===== src/hw/rtl/avrm_pkg.sv =====
// shared types and constants of the resampling mixer voice
package avrm_pkg;

    localparam int RING_FRAMES = 256;
    localparam int RING_AW     = $clog2(RING_FRAMES);
    localparam int FRAC_BITS   = 12;
    localparam int POS_W       = 32 + FRAC_BITS;
    localparam int UNIT_STEP   = 1 << FRAC_BITS;
    localparam int SAMPLE_W    = 16;
    localparam int MIX_W       = 32;
    localparam int GAIN_W      = 16;
    localparam int LEN_W       = 24;
    localparam int OP_W        = 3;
    localparam int CFG_IDX_W   = 3;
    localparam int MUL_X_W     = SAMPLE_W + 2;
    localparam int MUL_Y_W     = GAIN_W + 1;
    localparam int PROD_W      = MUL_X_W + MUL_Y_W;
    localparam int IN_DATA_W   = 2 * SAMPLE_W + 2 * MIX_W;
    localparam int OUT_DATA_W  = 2 * MIX_W;
    localparam int OUT_USER_W  = 4;

    localparam logic [CFG_IDX_W-1:0] CFG_STEP_RATE   = 3'd0;
    localparam logic [CFG_IDX_W-1:0] CFG_LEFT_GAIN   = 3'd1;
    localparam logic [CFG_IDX_W-1:0] CFG_RIGHT_GAIN  = 3'd2;
    localparam logic [CFG_IDX_W-1:0] CFG_LOOP_EN     = 3'd3;
    localparam logic [CFG_IDX_W-1:0] CFG_INTERP_EN   = 3'd4;
    localparam logic [CFG_IDX_W-1:0] CFG_SRC_LENGTH  = 3'd5;

    typedef enum logic [OP_W-1:0] {
        OP_PUSH    = 3'd0,
        OP_PRODUCE = 3'd1,
        OP_PLAY    = 3'd2,
        OP_PAUSE   = 3'd3,
        OP_STOP    = 3'd4
    } op_t;

    typedef enum logic [1:0] {
        RUN_STOPPED = 2'd0,
        RUN_PLAYING = 2'd1,
        RUN_PAUSED  = 2'd2
    } run_t;

    typedef enum logic [3:0] {
        DP_NONE,
        DP_LOAD,
        DP_EVAL,
        DP_READ_A,
        DP_LERP_L,
        DP_LERP_R,
        DP_GAIN_L,
        DP_GAIN_R,
        DP_ADD,
        DP_EMIT
    } dp_op_t;

    typedef enum logic [3:0] {
        ST_IDLE,
        ST_EVAL,
        ST_RDA,
        ST_RDB,
        ST_LRP,
        ST_GNL,
        ST_GNR,
        ST_ADD,
        ST_FIN
    } state_t;

    typedef struct packed {
        logic [OP_W-1:0] op;
        logic            lerp;
        logic            produce_go;
    } dp_status_t;

endpackage


===== src/hw/rtl/avrm_ctrl.sv =====
// sequencer that steps one item at a time through the datapath
module avrm_ctrl (
    input  logic                clk,
    input  logic                rst_n,
    input  logic                s_tvalid,
    output logic                s_tready,
    output logic                m_tvalid,
    input  logic                m_tready,
    input  avrm_pkg::dp_status_t status,
    output avrm_pkg::dp_op_t    cmd
);
    import avrm_pkg::*;

    state_t state_reg;
    state_t state_next;
    logic   out_valid_reg;
    logic   out_valid_next;

    always_ff @(posedge clk or negedge rst_n)
    begin
        if (!rst_n)
        begin
            state_reg     <= ST_IDLE;
            out_valid_reg <= 1'b0;
        end
        else
        begin
            state_reg     <= state_next;
            out_valid_reg <= out_valid_next;
        end
    end

    always_comb
    begin
        state_next     = state_reg;
        out_valid_next = out_valid_reg && !m_tready;
        cmd            = DP_NONE;
        case (state_reg)
            ST_IDLE:
            begin
                if (s_tvalid)
                begin
                    cmd        = DP_LOAD;
                    state_next = ST_EVAL;
                end
            end
            ST_EVAL:
            begin
                cmd = DP_EVAL;
                if (status.op == OP_PRODUCE && status.produce_go)
                    state_next = ST_RDA;
                else
                    state_next = ST_FIN;
            end
            ST_RDA:
            begin
                cmd        = DP_READ_A;
                state_next = status.lerp ? ST_RDB : ST_GNL;
            end
            ST_RDB:
            begin
                cmd        = DP_LERP_L;
                state_next = ST_LRP;
            end
            ST_LRP:
            begin
                cmd        = DP_LERP_R;
                state_next = ST_GNL;
            end
            ST_GNL:
            begin
                cmd        = DP_GAIN_L;
                state_next = ST_GNR;
            end
            ST_GNR:
            begin
                cmd        = DP_GAIN_R;
                state_next = ST_ADD;
            end
            ST_ADD:
            begin
                cmd        = DP_ADD;
                state_next = ST_FIN;
            end
            ST_FIN:
            begin
                if (!out_valid_reg || m_tready)
                begin
                    cmd            = DP_EMIT;
                    out_valid_next = 1'b1;
                    state_next     = ST_IDLE;
                end
            end
            default:
            begin
                state_next = ST_IDLE;
            end
        endcase
    end

    assign s_tready = (state_reg == ST_IDLE);
    assign m_tvalid = out_valid_reg;

endmodule


===== config.mk =====
export PLATFORM = sky130hd
export DESIGN_NAME = avrm_ctrl
export DESIGN_NICKNAME = d
export VERILOG_FILES = /design/src/hw/rtl/avrm_pkg.sv /design/src/hw/rtl/avrm_ctrl.sv
export SDC_FILE = /design/constraint.sdc
export NUM_CORES = 1
export LEC_CHECK = 0
export BUFFER_PORTS_ARGS = -buffer_cell sky130_fd_sc_hd__buf_2
export CELL_PAD_IN_SITES_DETAIL_PLACEMENT = 0
export CELL_PAD_IN_SITES_GLOBAL_PLACEMENT = 1
export CORE_AREA = 2 2 39 41
export DETAILED_ROUTE_END_ITERATION = 8
export DIE_AREA = 0 0 41 43
export PLACE_DENSITY = 0.69
export SYNTH_ARGS = -nofsm -noshare
export SYNTH_HDL_FRONTEND = slang
export SYNTH_SLANG_ARGS = --single-unit

===== constraint.sdc =====
create_clock -name clk -period 0.95 [get_ports clk]
set_input_delay 0 -clock clk [delete_from_list [all_inputs] [get_ports clk]]
set_output_delay 0 -clock clk [all_outputs]
set_load 0.005 [all_outputs]

# After elaboration in Yosys (flattened, before gate mapping)
# Index checks and enable logic that the tools add are counted.
[totals]
mem_bits_ro = 0
register_bits = 5
n_memories = 0
input_bits = 9
latch_bits = 0
ram_bits = 0
elab_cells = 30
[op_classes]
mul = 0
n_lt_le_gt_ge = 0
addsub = 0
div_mod_pow = 0
shifts = 0
reduce_logical = 7
n_eq_ne = 11
mux = 10
bitwise = 0
[ops]
columns = ["cell", "count"]
rows = [
  ["$pmux 4 s9", 2],
  ["$eq 4x3->1 const B", 4],
  ["$mux 4", 4],
  ["$eq 4x2->1 const B", 2],
  ["$eq 4x1->1 const B", 1],
  ["$eq 4x4->1 const B", 1],
  ["$logic_not 4->1", 1],
  ["$ne 2x2->1 const B", 2],
  ["$eq 3x1->1 const B", 1],
  ["$mux 1", 3],
  ["$mux 3", 1],
  ["$logic_and 1x1->1", 2],
  ["$logic_not 1->1", 2],
  ["$reduce_and 2->1", 1],
  ["$logic_or 1x1->1", 1],
]

# Depth between registers and ports, before layout
[depth]
word_depth = 4
mapped_depth = 4
mapped_depth_nobuf = 3

# Worst setup path after synthesis
# No wires, ideal clock.
[synth_timing]
path_kind = "register to register"
startpoint = "register state_reg[0]"
endpoint = "register state_reg[1]"
arrival_ns = 0.839
n_path_buf = 1
path_stages_with_launch = 5
required_time_ns = 0.831
path_slack_ns = -0.008
path_cell_list = "dfrtp_1 > buf_4 > xnor2_1 > nor2_2 > and2_1"
[synth_via]
elab_chain_cells = 3
word_cells_on_any_way = 13
[synth_rtl]
columns = ["element", "line_no", "text"]
rows = [
  ["from (decl)", "avrm_ctrl.sv:14", "state_t state_reg;"],
  ["from (signal assigned)", "avrm_ctrl.sv:28", "state_reg <= state_next;"],
  ["$eq 4x4->1 / $logic_not 4->1 (equally long branches)", "avrm_ctrl.sv:38", "case (state_reg)"],
  ["$ne 2x2->1 (no line)", "n/a", ""],
  ["$reduce_and 2->1 (no line)", "n/a", ""],
]
# Parallel ways exist; a longest one is shown, timed or not.
# A chain may end at the register's enable or synchronous reset.

# Final worst setup path
[layout_timing]
startpoint = "register state_reg[3]"
endpoint = "output port cmd[0]"
[layout_via]
elab_chain_cells = 2
word_cells_on_any_way = 10
[layout_rtl]
columns = ["element", "line_no", "text"]
rows = [
  ["$eq 4x4->1 (tied with other cells)", "avrm_ctrl.sv:38", ""],
  ["$pmux 4 s9 (*)", "avrm_ctrl.sv:38", ""],
  ["to (decl)", "avrm_ctrl.sv:10", "output avrm_pkg::dp_op_t cmd"],
]
# Every way passes the cells marked *; elsewhere a longest branch is shown, timed or not.

==> results.toml <==
[outcome]
run_status = "finished with violations"
failed_checks = "setup timing"

[clock_network]
cts-root-buf = "clkbuf_4"
clock_latency_ns = 0.24
worst_setup_hold_path_clk_slew_ns = 0.05
tritoncts_num_sinks = 5
cts_htree_levels = 1
cts_made_buffers = 3
ctsLongestPathBuffers = 2
cts_tree = "yes"

[min_path]
hold_path_startpoint = "status[1]"
hold_class = "in2reg"

[final_layout]
inserted_diodes = 0
fin_nets = 77
fraction_of_layout_instances_using_a_drive_strength_above_1 = 0.716
area_growth_syn_to_layout_pct = 77.7
final_area_sq_um = 598
finalCoreUtilization = 0.432
largest_reg_flops = 4
finish.cell_count_without_fillers = 83

[pwr]
p_clk_frac = 0.138
netSwitchingPower_mw = 0.670
comb_power_share = 0.586
post-layout-total-power_mw = 1.78
switching_share = 0.377
vdd.ir_drop.worst_mv = 0.852
power_density_nw_per_um2 = 2970
p_leak_nw = 0.288
cellInternalPower_mw = 1.11
power.sequential.fraction = 0.276

[timing]
worst_pin_slew_ns = 0.194
fin_worst_skew_ns = 0.00540
setup_viol = 8
timing.final.max_slew_violations = 0
final_period_utilization = 1.28
rsz0062_at_grt = "true"
timing.hold.ws_ns = 0.0951
slew-limit-headroom = 0.870
hold_violations = 0
layout_min_cycle_time_ns = 1.22
fmax_mhz = 822
finalWorstSetupSlack_ns = -0.266
fin_setup_tns_ns = -1.68

[floorplanning]
floorplan.rows = 14
core-area_sq_um = 1380
boundaryPins = 15
die_w_microns = 41
floorplan.die_area_sq_um = 1760
die-height_microns = 43
initial_core_util = 0.243

[detailed_routing]
via_count = 372
drt-initial-drc-count = 6
drt_first_pass_iters = 2
avgViaCountPerCell = 4.48
final_antenna_net_count = 0
drt-total-wl_microns = 927
post-route-drc-count = 0
drt-wirelength-per-cell_microns = 11.2

[worst_setup_path]
crit_startpoint = "state_reg[3]"
critical_path_peak_fanout = 7
worstSetupEndpointType = "output port"
worst-endpoint-required_ns = 0.95
critical_path.startpoint_type = "flop"
worst-endpoint-arrival_ns = 1.22
critPathKind = "reg2out"
timing.rr.start = "state_reg[1]"
crit_path_top_delay_cell = "dfrtp_2"
largest_stage_delay_worst_path_ns = 0.47
cp_cell_instances = "or2_1 -> a21oi_2 -> buf_2"

[synth]
post_synth_inst_count = 38
synthesis.yosys.warnings = 0
synth_top_area_frac = 0.372
synth_sequential_area_ratio = 0.372
count_of_state_elements_after_synthesis = 5
synthDistinctLibCells = 23
syn_avg_cell_area_sq_um = 8.86
synthTopCellsByArea = "dfrtp_1, nand3_1, xnor2_1, buf_4, nand2b_1"
yosys.area.top_type = "dfrtp_1"
mappedNetlistArea_sq_um = 337
syn_nets = 47

[place]
placedCellCount = 71
finalWeightedCongestion = 0.721
pre_cts_ws_ns = -0.111
detailed_place.area_sq_um = 459
io_buffers = 14
hpwl_microns = 608

[grt]
globalRouteOverflowTotal = 0
maximum_number_of_pins_on_one_net_before_global_route_repair = 8
global_route_wire_length_before_repair_microns = 1510
groute.usage.overall = 0.127
first_global_vias = 404
grt_antenna_before_repair = 0

[flow_run]
max_cap_violations = 0
==> cells in the mapped netlist (all sizes together) <==
| master | instances |
|---|---|
| dfrtp | 5 |
| nand3 | 5 |
| buf | 3 |
| nand2 | 3 |
| nor2 | 3 |
| a21oi | 2 |
| inv | 2 |
| nand2b | 2 |
| nor2b | 2 |
| nor3 | 2 |
| o211ai | 2 |
| xnor2 | 2 |
| and2 | 1 |
| nand4bb | 1 |
| nor4 | 1 |
| o21ai | 1 |
| or2 | 1 |
==> layout by cell type (no fill, tap or decap), types with 2 or more instances in the layout <==
cell,count
buf_2,14
inv_1,2
clkbuf_4,3
buf_4,13
nor3_2,2
nand3_1,2
nand2_1,3
dfrtp_2,4
nand3_2,3
a21oi_2,2
==> cells by family after synthesis <==
group,count (synthesis),share of synthesized area
buffers and inverters,5,0.0818
AO/OA/AOI/OAI,5,0.115
flip-flops,5,0.372
XOR/XNOR,2,0.0521
AND/OR/NAND/NOR,21,0.379
==> power by group through the flow <==
| stage | Sequential [mW] | Combinational (mW) | Clock [mW] |
|---|---|---|---|
| finish | 0.491 | 1.04 | 0.245 |
| detailed placement | 0.458 | 0.735 | 0 |
| global placement | 0.455 | 0.742 | 0 |
| global route | 0.510 | 1.14 | 0.278 |
| floorplan | 0.347 | 0.553 | 0 |
| CTS | 0.471 | 0.903 | 0.243 |
==> layout make-up <==
| type | count | area, sq um |
|---|---|---|
| Fill cell | 142 | 786 |
| Multi-Input combinational cell | 28 | 236 |
| Timing Repair Buffer | 28 | 178 |
| Sequential cell | 5 | 130 |
| Clock buffer | 4 | 26.3 |
| Tap cell | 16 | 20.0 |
| Inverter | 2 | 7.51 |
==> routing by layer <==
layer,vias up,part of all wire,wire (microns),GRT usage
li1,186,-,-,-
met1,174,0.41,382,0.146
met2,10,0.54,504,0.197
met3,2,0.030,28,0.0419
met4,0,0.013,12,0.0667
met5,-,0,0,0
==> worst max-delay path, delay by kind of cell (launching register included) <==
family / cells / cell delay (ns)
buf+inv: 1 / 0.12
compound gates: 1 / 0.12
simple gates: 1 / 0.27
flops: 1 / 0.47
==> what timing repair did <==
item,in CTS,in global routing
pin swaps,6,4
hold buffers,1,0
setup endpoints to repair,9,10
setup buffers,5,3
endpoints found under the hold margin,5,0
resized for setup,8,6
==> worst paths after layout <==
check | endpoint | slack [ns] | depth (start not counted)
hold / removal | state_reg[2] | 0.1 | 4
max in group asynchronous | state_reg[1] | 0.69 | 2
hold reg to reg | state_reg[2] | 0.65 | 2
setup / recovery | cmd[0] | -0.27 | 3
setup reg to reg | state_reg[3] | -0.21 | 5
min in group asynchronous | m_tvalid | 0.11 | 2
(Power assumes the default switching activity.)
